**src/hdl/awet_pkg.sv**
```systemverilog
// shared types and constants for the alarm word edge event tracker
// no dependencies; used by every module of the block
`default_nettype none

package awet_pkg;

  localparam int SLOT_W         = 6;
  localparam int WORD_W         = 32;
  localparam int TIME_W         = 32;
  localparam int BIT_IDX_W      = 5;
  localparam int ENTRY_MAX_W    = SLOT_W + 1;
  localparam int SLOT_LIMIT     = 1 << SLOT_W;
  localparam int VEHICLES_DEF   = 64;
  localparam int ALARM_BITS_DEF = 32;
  localparam int QUEUE_DEPTH    = 2;

  localparam logic EV_BEGIN = 1'b0;
  localparam logic EV_END   = 1'b1;

  typedef struct packed {
    logic [SLOT_W-1:0] vehicle_slot;
    logic              alarm_kind;
    logic [WORD_W-1:0] alarm_word;
    logic [TIME_W-1:0] event_time;
  } in_item_t;

  typedef struct packed {
    logic                 event_kind;
    logic [BIT_IDX_W-1:0] alarm_bit;
    logic [TIME_W-1:0]    start_time;
    logic [TIME_W-1:0]    stop_time;
    logic                 last_event;
  } out_item_t;

  // one classified report waiting for the event sequencer
  typedef struct packed {
    logic [ENTRY_MAX_W-1:0] entry;
    logic [WORD_W-1:0]      word;
    logic [WORD_W-1:0]      changed;
    logic [TIME_W-1:0]      now;
  } job_t;

endpackage

`default_nettype wire

```
**src/hdl/awet_front.sv**
```systemverilog
// front end: accepts reports, compares with the stored prior word, queues jobs
// depends on awet_pkg
`default_nettype none

module awet_front #(
  parameter int VEHICLES   = awet_pkg::VEHICLES_DEF,
  parameter int ALARM_BITS = awet_pkg::ALARM_BITS_DEF
) (
  input  wire logic               clk,
  input  wire logic               rst_n,
  input  wire logic               in_valid,
  output logic                    in_stall,
  input  wire awet_pkg::in_item_t in_data,
  input  wire logic               q_full,
  output logic                    q_push,
  output awet_pkg::job_t          q_job
);

  localparam int SLOTS   = (VEHICLES < awet_pkg::SLOT_LIMIT) ? VEHICLES : awet_pkg::SLOT_LIMIT;
  localparam int DEPTH   = 2 * SLOTS;
  localparam int ENTRY_W = $clog2(DEPTH);
  localparam logic [awet_pkg::WORD_W-1:0] MASK =
    awet_pkg::WORD_W'((64'd1 << ALARM_BITS) - 64'd1);

  typedef enum logic {ST_IDLE, ST_CMP} state_t;

  state_t                        state_r, state_nxt;
  logic [DEPTH-1:0]              valid_r, valid_nxt;
  logic [awet_pkg::WORD_W-1:0]   prior_mem [DEPTH];
  logic [awet_pkg::WORD_W-1:0]   prior_r;
  logic                          seen_r;
  logic [ENTRY_W-1:0]            entry_r;
  awet_pkg::in_item_t            item_r;

  logic [awet_pkg::ENTRY_MAX_W-1:0] entry_full;
  logic [ENTRY_W-1:0]               in_entry;
  logic                             slot_ok;
  logic                             accept;
  logic                             commit;
  logic [awet_pkg::WORD_W-1:0]      word_m;
  logic [awet_pkg::WORD_W-1:0]      changed;

  assign entry_full = {in_data.vehicle_slot, in_data.alarm_kind};
  assign in_entry   = entry_full[ENTRY_W-1:0];
  assign slot_ok    = {1'b0, in_data.vehicle_slot} < awet_pkg::ENTRY_MAX_W'(SLOTS);
  assign in_stall   = (state_r != ST_IDLE);
  assign accept     = in_valid && !in_stall;

  // words are stored masked, so an unwritten entry reads as zero via its valid bit
  assign word_m  = item_r.alarm_word & MASK;
  assign changed = word_m ^ (seen_r ? prior_r : '0);
  assign commit  = (state_r == ST_CMP) && !q_full;
  assign q_push  = commit && (changed != '0);

  always_comb begin
    q_job.entry   = awet_pkg::ENTRY_MAX_W'(entry_r);
    q_job.word    = word_m;
    q_job.changed = changed;
    q_job.now     = item_r.event_time;
  end

  always_comb begin
    state_nxt = state_r;
    valid_nxt = valid_r;
    case (state_r)
      ST_IDLE: begin
        // out-of-range slots are taken and dropped
        if (accept && slot_ok) begin
          state_nxt = ST_CMP;
        end
      end
      ST_CMP: begin
        if (commit) begin
          valid_nxt[entry_r] = 1'b1;
          state_nxt          = ST_IDLE;
        end
      end
      default: state_nxt = ST_IDLE;
    endcase
  end

  always_ff @(posedge clk) begin
    if (!rst_n) begin
      state_r <= ST_IDLE;
      valid_r <= '0;
    end else begin
      state_r <= state_nxt;
      valid_r <= valid_nxt;
    end
  end

  always_ff @(posedge clk) begin
    if (accept) begin
      prior_r <= prior_mem[in_entry];
      seen_r  <= valid_r[in_entry];
      entry_r <= in_entry;
      item_r  <= in_data;
    end
    if (commit) begin
      prior_mem[entry_r] <= word_m;
    end
  end

endmodule

`default_nettype wire

```
**config.mk**
```make
export PLATFORM = sky130hd
export DESIGN_NAME = awet_front
export DESIGN_NICKNAME = d
export VERILOG_FILES = /design/src/hdl/awet_pkg.sv /design/src/hdl/awet_front.sv
export SDC_FILE = /design/constraint.sdc
export NUM_CORES = 2
export LEC_CHECK = 0
export ABC_AREA = 1
export BUFFER_PORTS_ARGS = -buffer_cell sky130_fd_sc_hd__buf_4
export CELL_PAD_IN_SITES_DETAIL_PLACEMENT = 1
export CELL_PAD_IN_SITES_GLOBAL_PLACEMENT = 2
export CORE_MARGIN = 8
export CORE_UTILIZATION = 48
export DETAILED_ROUTE_END_ITERATION = 10
export PLACE_DENSITY_LB_ADDON = 0.1
export SLEW_MARGIN = 20
export SYNTH_ARGS = -nofsm -noshare
export SYNTH_HDL_FRONTEND = slang
export SYNTH_SLANG_ARGS = --single-unit
```
**constraint.sdc**
```tcl
create_clock -name clk -period 8.86 [get_ports clk]
set_input_delay 0.886 -clock clk [delete_from_list [all_inputs] [get_ports clk]]
set_output_delay 0.886 -clock clk [all_outputs]
set_load 0.02 [all_outputs]
```
==> metrics.cfg <==
[flow_run]
drv_cap=0

[sta]
finalWorstSetupSlack_ns=3.309
finalCriticalPeriod_ns=5.551
rsz0062_at_grt=no
clock_skew_ns=0.04970
max_freq_mhz=180.1
relSlewSlack=0.1810
slew_viol_final=0
finalSetupTns_ns=0
tightestPinTransition_ns=1.229
whs_ns=0.05630
post-route-period-util=0.6266
setup_viol=0
finalHoldViolCount=0

[floorplan]
die_w_um=616.8
io-pin-count=180
die-height_um=616.8
die_area_um2=380500
start_util=0.4823
num_rows=220
core_area_um2=359200

[synth]
syn-num-nets=14330
seq_area_frac_synth=0.7428
ys_seq_elements=4329
syn_area_per_cell_um2=12.16
synthesis.area_um2=173300
synth_cell_types=22
synthesis.instances=14250
yosysWarningCount=0

[finish]
drive_above_1_share=0.09277
multi_input_area_um2=39940
area_growth_syn_to_layout_pct=12.48
instances_no_fill=19520
seqCellArea_um2=128700
fin_nets=14400
fillers=36000

[grt]
globalRouteTotalUtil=0.3242
grt_pass1_wl_um=894100
grt_remaining_overflow=0
grt_max_degree=272
antenna_found_initial=56
grt_pass1_vias=122600

[run_status]
status=completed

[detailed_routing]
drc=0
vias_per_cell=6.158
first_pass_iters=6
vias=120200
drtIter0Drc=14940
ant_nets=0
wirelength_um=634800
wl_per_cell_um=32.53

[pwr]
swShare=0.2386
power.share.clock=0.426
p_leak_nw=67.78
cellPowerDensity_nw_per_um2=229.7
p_sw_mw=10.68
cellInternalPower_mw=34.09
seqPwrFrac=0.504
ir_worst_vdd_mv=0.1787
p_comb_frac=0.070

[clock_tree]
h-tree-depth=5
cts_sinks=4329
cts_tree=done
path_clk_slew_ns=0.06
post_cts.repair.setup_buffers=0
ctsResizeCount=0
cts_buffers=458
clockRootBuffer=clkbuf_16
clock_latency_ns=1.01
clock_path_buffers=4

[critical_path]
cp-start-kind=register
crit_type=register to primary output
worstPathRequired_ns=7.97
end_kind=primary output
crit_path_max_fanout=32
arrival_ns=4.67
r2r_slack_ns=4.81

[worst_hold_path]
holdCritPathClass=primary input to register

[placed_design]
post-place-ws_ns=3.391
dp.cells=18620
place_congestion=0.8493
hpwl_um=359200
port_buffers=179

-- power groups by stage --
stage	sequential [mW]	combinational [mW]	clock [mW]
final	22.6	3.14	19.1
after global routing	22.6	3.27	20.0
after CTS	22.6	3.11	19.2
after detailed placement	23.0	3.09	0
after global placement	23.0	3.02	0
after floorplan	23.2	1.42	0
-- final cells by class --
class                           instances  area share
Antenna cell                           19   0.0002440
Timing Repair Buffer                  562     0.02689
Tap cell                             4773     0.03064
Sequential cell                      4329      0.6604
Multi-Input combinational cell       8923      0.2049
Clock buffer                          607     0.06465
Clock inverter                        256     0.01105
Inverter                               47    0.001207
-- metal layers --
metal	part of all wire	GRT usage	vias up	wire length, um
met5	0.00018	0	-	112
met4	0.060	0.1654	16	38390
met3	0.083	0.05744	1168	52800
met2	0.46	0.5166	5348	291800
met1	0.40	0.4299	62690	251700
li1	-	-	50960	-
-- synthesized netlist by cell type, drive strengths merged --
library cell | instances | area [um^2]
clkinv | 1 | 3.750
clkbuf | 165 | 619.3
buf | 788 | 4871
dfxtp | 129 | 2582
edfxtp | 4200 | 126100
nor2 | 427 | 1605
nand3 | 4161 | 20820
a21oi | 1 | 5.000
nand2 | 4293 | 16110
nand4 | 5 | 31.28
a211oi | 1 | 7.510
inv | 46 | 177.7
xnor2 | 31 | 271.5
xor2 | 1 | 8.760
o21a | 3 | 22.52
-- sequential cells by signal, summed over array words and instances, names as in the netlist --
signal and flops:
valid_r 128, word_m 32, q_job 32, in_stall 1, prior_r 32, prior_mem 4096, seen_r 1, entry_r 7
-- critical path, stage by stage (launching register included) --
cell and delay, ns:
edfxtp_1 0.34, buf_4 0.70, nand2_1 0.43, xnor2_1 0.99, nor2_1 0.12, nand4_1 0.14
nor2_1 0.06, a21oi_1 0.55, buf_4 0.26
-- final timing paths --
kind,to,from,cells after the start
setup / recovery,q_push,seen_r$_DFFE_PP_,8
hold / removal,q_job[11]$_DFFE_PP_,in_data[11],1
setup reg to reg,prior_mem[101][27]$_DFFE_PP_,in_stall$_SDFF_PN0_,10
hold reg to reg,valid_r[69]$_SDFFE_PN0P_,valid_r[69]$_SDFFE_PN0P_,2
-- stage by stage --
stage | area (um^2) | util | power (mW)
finish | 194900 | 0.5426 | 44.77
global route | 194900 | 0.5425 | 45.80
CTS | 194800 | 0.5423 | 44.92
detailed placement | 179900 | 0.5008 | 26.10
global placement | 179600 | 0.4999 | 26.02
floorplan | 173300 | - | 24.63
-- kinds of logic after synthesis --
logic type,Yosys count,share of synthesized area
AOI/OAI and AO/OA,5,0.0002022
DFF,4329,0.7428
buffers and inverters,1000,0.03273
xor gates and xnor gates,32,0.001618
and+or+nand+nor,8886,0.2226
-- placed cells by master (no fill, tap or decap), types with 3 or more instances in the layout --
master and instances:
clkinv_8 5, nor2_1 297, buf_16 6, clkinv_4 3, buf_8 4, clkinv_2 94, nand3_1 4155, inv_2 7
nand3_2 3, nand4_1 5, inv_8 3, dlygate4sd3_1 12, xnor2_2 4, edfxtp_1 4200, clkbuf_16 466, clkinv_1 100
nand2_1 4293, inv_16 3, clkbuf_8 41, buf_4 472, bufinv_16 33, clkinvlp_4 6, buf_12 67, nor2_4 129
o21a_1 3, dfxtp_1 129, xnor2_1 27, inv_6 14, diode_2 19, nand3_4 3, clkbuf_1 100, inv_1 34
-- what timing repair did --
item / 4_1_cts / 5_1_grt
hold endpoints to repair: 12 / 0
setup endpoints to repair: 0 / 0
hold buffers: 12 / 0
(Power assumes the default switching activity.)
