$ cat src/hdl/awet_pkg.sv
// shared types and constants for the alarm word edge event tracker
// no dependencies; used by every module of the block
`default_nettype none

package awet_pkg;

  localparam int SLOT_W         = 6;
  localparam int WORD_W         = 32;
  localparam int TIME_W         = 32;
  localparam int BIT_IDX_W      = 5;
  localparam int ENTRY_MAX_W    = SLOT_W + 1;
  localparam int SLOT_LIMIT     = 1 << SLOT_W;
  localparam int VEHICLES_DEF   = 64;
  localparam int ALARM_BITS_DEF = 32;
  localparam int QUEUE_DEPTH    = 2;

  localparam logic EV_BEGIN = 1'b0;
  localparam logic EV_END   = 1'b1;

  typedef struct packed {
    logic [SLOT_W-1:0] vehicle_slot;
    logic              alarm_kind;
    logic [WORD_W-1:0] alarm_word;
    logic [TIME_W-1:0] event_time;
  } in_item_t;

  typedef struct packed {
    logic                 event_kind;
    logic [BIT_IDX_W-1:0] alarm_bit;
    logic [TIME_W-1:0]    start_time;
    logic [TIME_W-1:0]    stop_time;
    logic                 last_event;
  } out_item_t;

  // one classified report waiting for the event sequencer
  typedef struct packed {
    logic [ENTRY_MAX_W-1:0] entry;
    logic [WORD_W-1:0]      word;
    logic [WORD_W-1:0]      changed;
    logic [TIME_W-1:0]      now;
  } job_t;

endpackage

`default_nettype wire

$ cat src/hdl/awet_queue.sv
// short job queue between the front end and the event sequencer
// depends on awet_pkg
`default_nettype none

module awet_queue (
  input  wire logic           clk,
  input  wire logic           rst_n,
  input  wire logic           push,
  input  wire awet_pkg::job_t push_job,
  output logic                full,
  input  wire logic           pop,
  output awet_pkg::job_t      pop_job,
  output logic                empty
);

  localparam int PTR_W = (awet_pkg::QUEUE_DEPTH > 1) ? $clog2(awet_pkg::QUEUE_DEPTH) : 1;
  localparam int CNT_W = $clog2(awet_pkg::QUEUE_DEPTH + 1);

  awet_pkg::job_t     slot_r [awet_pkg::QUEUE_DEPTH];
  logic [PTR_W-1:0]   wr_ptr_r, wr_ptr_nxt;
  logic [PTR_W-1:0]   rd_ptr_r, rd_ptr_nxt;
  logic [CNT_W-1:0]   cnt_r, cnt_nxt;
  logic               do_push, do_pop;

  assign full    = (cnt_r == CNT_W'(awet_pkg::QUEUE_DEPTH));
  assign empty   = (cnt_r == '0);
  assign do_push = push && !full;
  assign do_pop  = pop && !empty;
  assign pop_job = slot_r[rd_ptr_r];

  always_comb begin
    wr_ptr_nxt = wr_ptr_r;
    rd_ptr_nxt = rd_ptr_r;
    cnt_nxt    = cnt_r;
    if (do_push) begin
      wr_ptr_nxt = (wr_ptr_r == PTR_W'(awet_pkg::QUEUE_DEPTH - 1)) ? '0 : wr_ptr_r + 1'b1;
    end
    if (do_pop) begin
      rd_ptr_nxt = (rd_ptr_r == PTR_W'(awet_pkg::QUEUE_DEPTH - 1)) ? '0 : rd_ptr_r + 1'b1;
    end
    case ({do_push, do_pop})
      2'b10:   cnt_nxt = cnt_r + 1'b1;
      2'b01:   cnt_nxt = cnt_r - 1'b1;
      default: cnt_nxt = cnt_r;
    endcase
  end

  always_ff @(posedge clk) begin
    if (!rst_n) begin
      wr_ptr_r <= '0;
      rd_ptr_r <= '0;
      cnt_r    <= '0;
    end else begin
      wr_ptr_r <= wr_ptr_nxt;
      rd_ptr_r <= rd_ptr_nxt;
      cnt_r    <= cnt_nxt;
    end
  end

  always_ff @(posedge clk) begin
    if (do_push) begin
      slot_r[wr_ptr_r] <= push_job;
    end
  end

endmodule

`default_nettype wire

$ cat config.mk
export PLATFORM = sky130hd
export DESIGN_NAME = awet_queue
export DESIGN_NICKNAME = d
export VERILOG_FILES = /design/src/hdl/awet_pkg.sv /design/src/hdl/awet_queue.sv
export SDC_FILE = /design/constraint.sdc
export NUM_CORES = 1
export LEC_CHECK = 0
export BUFFER_PORTS_ARGS = -buffer_cell sky130_fd_sc_hd__buf_2
export CAP_MARGIN = 0
export CELL_PAD_IN_SITES_DETAIL_PLACEMENT = 0
export CELL_PAD_IN_SITES_GLOBAL_PLACEMENT = 1
export CORE_MARGIN = 2
export CORE_UTILIZATION = 35
export CTS_BUF_LIST = sky130_fd_sc_hd__clkbuf_4 sky130_fd_sc_hd__clkbuf_8
export CTS_CLUSTER_DIAMETER = 80
export DETAILED_ROUTE_END_ITERATION = 10
export PLACE_DENSITY_LB_ADDON = 0.08
export SYNTH_ARGS = -nofsm -noshare
export SYNTH_HDL_FRONTEND = slang
export SYNTH_SLANG_ARGS = --single-unit
$ cat constraint.sdc
create_clock -name clk -period 4.3 [get_ports clk]
set_input_delay 0.645 -clock clk [delete_from_list [all_inputs] [get_ports clk]]
set_output_delay 0.645 -clock clk [all_outputs]
set_load 0.05 [all_outputs]
==> results of run 1 <==
logic make-up (layout without fill, tap and decap cells):
group                    Yosys count  after routing  share of synthesized area, %
AO/OA/AOI/OAI                      5              5                         0.425
flip-flops                       211            211                          82.1
XOR/XNOR                           3              3                         0.343
multiplexers                     103            103                          15.2
AND/OR/NAND/NOR                    9              9                         0.703
buffers and inverters             14            284                          1.10
adder cells (fa/ha/maj)            1              1                         0.163
critical path: cells and delay by family, from the launching register on:
family                 cells  cell delay (ns)
buffers and inverters      2             0.62
flip-flops                 1             0.72
multiplexers               1             0.42
cells in the final DEF, fill, tap and decap left out:
cell type,n
buf_2,211
edfxtp_1,206
mux2_2,103
clkbuf_8,44
clkbuf_4,13
clkinv_1,6
dfxtp_1,4
xnor2_1,3
clkinv_2,3
buf_12,3
nor2b_1,2
or3_1,2
o21ai_0,2
a21boi_1,2
o21a_1,1
nor2_1,1
nand2b_2,1
inv_2,1
nand2_1,1
and3_4,1
inv_1,1
inv_4,1
and2_1,1
ha_1,1
dfxtp_4,1
bufinv_16,1
power groups by stage:
stage / Sequential [mW] / Combinational [mW] / Clock, mW
6_report: 2.73 / 2.46 / 1.85
5_1_grt: 2.76 / 2.58 / 2.02
4_1_cts: 2.73 / 2.50 / 1.92
3_5_place_dp: 2.77 / 2.49 / 0
3_3_place_gp: 2.76 / 2.49 / 0
2_1_floorplan: 2.71 / 2.00 / 0
registers in the layout, indices dropped and copies added (netlist names), named ones only:
register,flops
slot_r,206
cnt_r,2
rd_ptr_r,1
wr_ptr_r,1
area by class of cell:
cell class	instances	share of cell area, %
Inverter	3	0.140
Clock buffer	57	7.15
Timing Repair Buffer	214	11.4
Sequential cell	211	64.0
Tap cell	280	3.56
Clock inverter	10	0.687
Multi-Input combinational cell	121	13.1
metrics by stage:
stage / hold slack (ns) / instances / instance area (µm²) / total power [mW]
detailed placement: 0.503 / 829 / 9060 / 5.27
CTS: 0.290 / 896 / 9830 / 7.16
floorplan: 0.457 / 346 / 7650 / 4.72
global route: 0.293 / 896 / 9830 / 7.36
finish: 0.329 / 896 / 9830 / 7.04
global placement: 0.481 / 829 / 9060 / 5.25
per-layer routing:
| layer | GRT usage (%) | share of wire (%) |
|---|---|---|
| met5 | 0 | 0.084 |
| met4 | 4.49 | 2.0 |
| met3 | 5.53 | 8.6 |
| met2 | 21.5 | 48 |
| met1 | 15.3 | 41 |
worst max path at each step:
stage                     startpoint             to  depth (start not counted)
final                           flop    pop_job[36]                          3
after global routing            flop    pop_job[36]                          3
after CTS                       flop    pop_job[36]                          3
after global placement          push   slot_r[0][3]                          5
after detailed placement        push  slot_r[0][87]                          5
after floorplan                 push   slot_r[1][0]                          1
==> impl_metrics.tcl, run 1 <==
set metrics [dict create \
    min_path_type "in -> reg" \
    cp-start-kind "flop" \
    core_area_um2 21600 \
    area_growth_pct 28.4 \
    drt_iter0_markers 115 \
    p_leak_nw 3.67 \
    portBuffers 211 \
    cts_max_level 2 \
    tightest_slew_ns 0.710 \
    p_sw_share_pct 37.8 \
    ys_ff_latch 211 \
    yosysMostFrequentCell "edfxtp_1" \
    die_h_um 152 \
    outcome "finished, final reports clean" \
    fin_skew_ns 0.0137 \
    numCtsBuffers 38 \
    slew_violations 0 \
    cts_resized 0 \
    reg2reg_slack_ns 1.99 \
    ff2ff_path_depth 5 \
    dpl.hpwl_mm 9.75 \
    async_flop_share_pct 0 \
    insertion_delay_ns 0.50 \
    synth_area_leaders "edfxtp_1 81%, mux2_2 15%, dfxtp_1 1.3%" \
    nFillCells 1936 \
    ios 212 \
    grt_pass1_vias 4329 \
    finalHoldViolations 0 \
    synth.top_cell.area_share_pct 80.8 \
    finalCritPeriodShare_pct 69.0 \
    synth_seq_area_share_pct 82.1 \
    arrival_ns 2.32 \
    cp_max_fo 61 \
    clkTransAtPathRegs_ns 0.05 \
    synthesis.area_um2 7650 \
    pwr-share-clk_pct 26.3 \
    ir_drop_v 0.000423 \
    combPwrFrac_pct 35.0 \
    rsz0062_at_grt "false" \
    drive_gt1_share_pct 62.2 \
    multi_input_area_um2 1290 \
    synth_warnings 0 \
    grt_antenna_before_repair 1 \
    grt_use_total_pct 13.0 \
    cp.required_ns 3.65 \
    vias 4047 \
    antenna_left 0 \
    syn_inst 346 \
    critPathKind "reg -> out" \
    wl_mm 15.5 \
    worstPathCellList "buf_12 -> mux2_2 -> buf_2" \
    hold_start "push_job[92]" \
    holdPathStages 1 \
    crit_path_end_kind "primary output" \
    via_per_inst 4.52 \
    die_area_um2 23100 \
    powerDensity_nw_per_um2 716 \
    wire_per_inst_um 17.3 \
    avgSynthCellArea_um2 22.1 \
    r2r-start "cnt_r[0]" \
    internal_power_mw 4.38 \
    fin_nets 697 \
    postCtsHoldBufs 0 \
    synth_commonest_cells "206 x edfxtp_1, 103 x mux2_2, 7 x buf_4, 5 x dfxtp_1, 4 x buf_2" \
    max_stage_delay_ns 0.72 \
    switching_power_mw 2.66 \
    grt_pass1_wl_mm 23.4 \
    synth_edf_count 206 \
    grt_max_degree 62 \
    min_to "slot_r[0][92]" \
    cts_sinks 211 \
    die_w_um 152 \
    fin_setup_tns_ns 0 \
    max_slew_margin_pct 52.7 \
    worst_slack_ns 1.33 \
    final_util_pct 45.5 \
    drc 0 \
    antennaDiodeCount 0 \
    p_seq_share_pct 38.7 \
    regArea_um2 6290 \
    synth.net_count 454 \
    synth_top_cell_by_area "edfxtp_1" \
    gp_congestion 0.735 \
    grt_overflow 0 \
    cts_tree "yes" \
    yosysUniqueCellTypes 19 \
    maxCapViolCount 0 \
    setup_viol 0 \
    critical-path-slowest-cell "dfxtp_4" \
    synth-main-ff-cell "edfxtp_1" \
    clockBufferDepth 3 \
    postCtsSetupBuffers 0 \
    start_util_pct 35.4 \
    fmax_mhz 337 \
    dr.pass1.iters 6 \
    timing.rr.end "slot_r[0][95]" \
    min_period_ns 2.97 \
    rows 54 \
    dp_slack_ns 1.78 \
    root_buffer "clkbuf_8" \
]
Power figures use the tool's default switching activity.
==> inputs of run 2 (changes only) <==
==> constraint.sdc (replaced) <==
create_clock -name clk -period 2.5 [get_ports clk]
set_input_delay 0.375 -clock clk [delete_from_list [all_inputs] [get_ports clk]]
set_output_delay 0.375 -clock clk [all_outputs]
set_load 0.05 [all_outputs]
==> impl_metrics.tcl, run 2 (synthesized netlist as in run 1, its figures left out) <==
set metrics [dict create \
    outcome "finished, final reports clean" \
    slew_violations 0 \
    portBuffers 211 \
    worstPathCellList "buf_12 -> mux2_2 -> buf_2" \
    grt_antenna_before_repair 2 \
    critical-path-slowest-cell "dfxtp_4" \
    crit_path_end_kind "primary output" \
    die_area_um2 23100 \
    root_buffer "clkbuf_8" \
    min_period_ns 2.25 \
    cts_tree "yes" \
    drt_iter0_markers 214 \
    antenna_left 0 \
    antennaDiodeCount 0 \
    finalHoldViolations 0 \
    reg2reg_slack_ns 0.77 \
    cp-start-kind "flop" \
    final_common_cell "buf_2" \
    tightest_slew_ns 0.352 \
    grt_use_total_pct 13.4 \
    cts_max_level 2 \
    mostFrequentLayoutCells "211 x buf_2, 206 x edfxtp_1, 103 x mux2_2, 39 x clkbuf_8, 14 x clkbuf_4" \
    area_growth_pct 28.5 \
    grt_max_degree 56 \
    core_area_um2 21600 \
    cts_resized 0 \
    clkTransAtPathRegs_ns 0.06 \
    cp.required_ns 2.12 \
    dp_slack_ns 0.610 \
    arrival_ns 1.88 \
    die_h_um 152 \
    cp_max_fo 41 \
    max_stage_delay_ns 0.48 \
    fin_nets 703 \
    worst_slack_ns 0.249 \
    rsz0062_at_grt "false" \
    grt_pass1_vias 4396 \
    grt_pass1_wl_mm 24.2 \
    wire_per_inst_um 17.5 \
    finalCritPeriodShare_pct 90.0 \
    cts_sinks 211 \
    die_w_um 152 \
    p_leak_nw 3.66 \
    rows 54 \
    top_regs "slot_r: 206 flops, cnt_r: 2 flops" \
    dp_cells 835 \
    min_path_type "in -> reg" \
    clockBufferDepth 3 \
    vias 4014 \
    setup_viol 0 \
    drive_gt1_share_pct 62.4 \
    powerDensity_nw_per_um2 1210 \
    insertion_delay_ns 0.50 \
    drc 0 \
    start_util_pct 35.4 \
    largest_reg_flops 206 \
    max_slew_margin_pct 76.5 \
    numCtsBuffers 37 \
    postCtsHoldBufs 0 \
    postCtsSetupBuffers 0 \
    fin_cells 897 \
    wl_mm 15.7 \
    ios 212 \
    via_per_inst 4.47 \
    top_register "slot_r" \
    dpl.hpwl_mm 10.2 \
    fmax_mhz 444 \
    maxCapViolCount 0 \
    grt_overflow 0 \
    critPathKind "reg -> out" \
    ir_drop_v 0.000572 \
    gp_congestion 0.732 \
    dr.pass1.iters 4 \
    fin_skew_ns 0.0132 \
    p_total_mw 11.9 \
]
[run 2: worst max-delay path: cells and delay by family, from the launching register on]
kind	cells	cell delay (ns)
flip-flops	1	0.48
multiplexers	1	0.37
buffers and inverters	2	0.48
[run 2: through the flow]
step	util (%)	cell area (µm²)	hold WS, ns	setup TNS [ns]
floorplan	-	7680	0.461	-12.40
global placement	42.3	9150	0.486	0
detailed placement	42.3	9150	0.501	0
CTS	45.4	9830	0.0133	0
global route	45.5	9840	0.00979	0
finish	45.5	9840	0.0564	0
[run 2: area by class of cell]
class | count | area [µm²]
fillers | 1955 | 11800
flip-flops and latches | 211 | 6290
multi-input cells | 121 | 1300
repair buffers | 221 | 1200
clock buffers | 53 | 642
well taps | 280 | 350
clock inverters | 8 | 33.8
inverters | 3 | 22.5
[run 2: layer usage]
layer | global-route usage (%) | wire (µm)
met1 | 16.0 | 6330
met5 | 0 | 13
met3 | 6.19 | 1500
met2 | 21.7 | 7610
met4 | 3.96 | 251
[run 2: where the power goes]
| group | leakage (nW) | switching [mW] | internal, mW |
|---|---|---|---|
| sequential | 1.97 | 0.151 | 4.47 |
| combinational | 1.34 | 3.17 | 1.25 |
| clock | 0.356 | 1.25 | 1.63 |
| total | 3.66 | 4.58 | 7.35 |
[run 2: final timing paths]
check | from | cells after the start | endpoint
max | flop | 3 | pop_job[18]
min | push_job[13] | 1 | slot_r[0][13]
min reg2reg | wr_ptr_r | 2 | wr_ptr_r
max reg2reg | cnt_r[0] | 5 | slot_r[0][75]
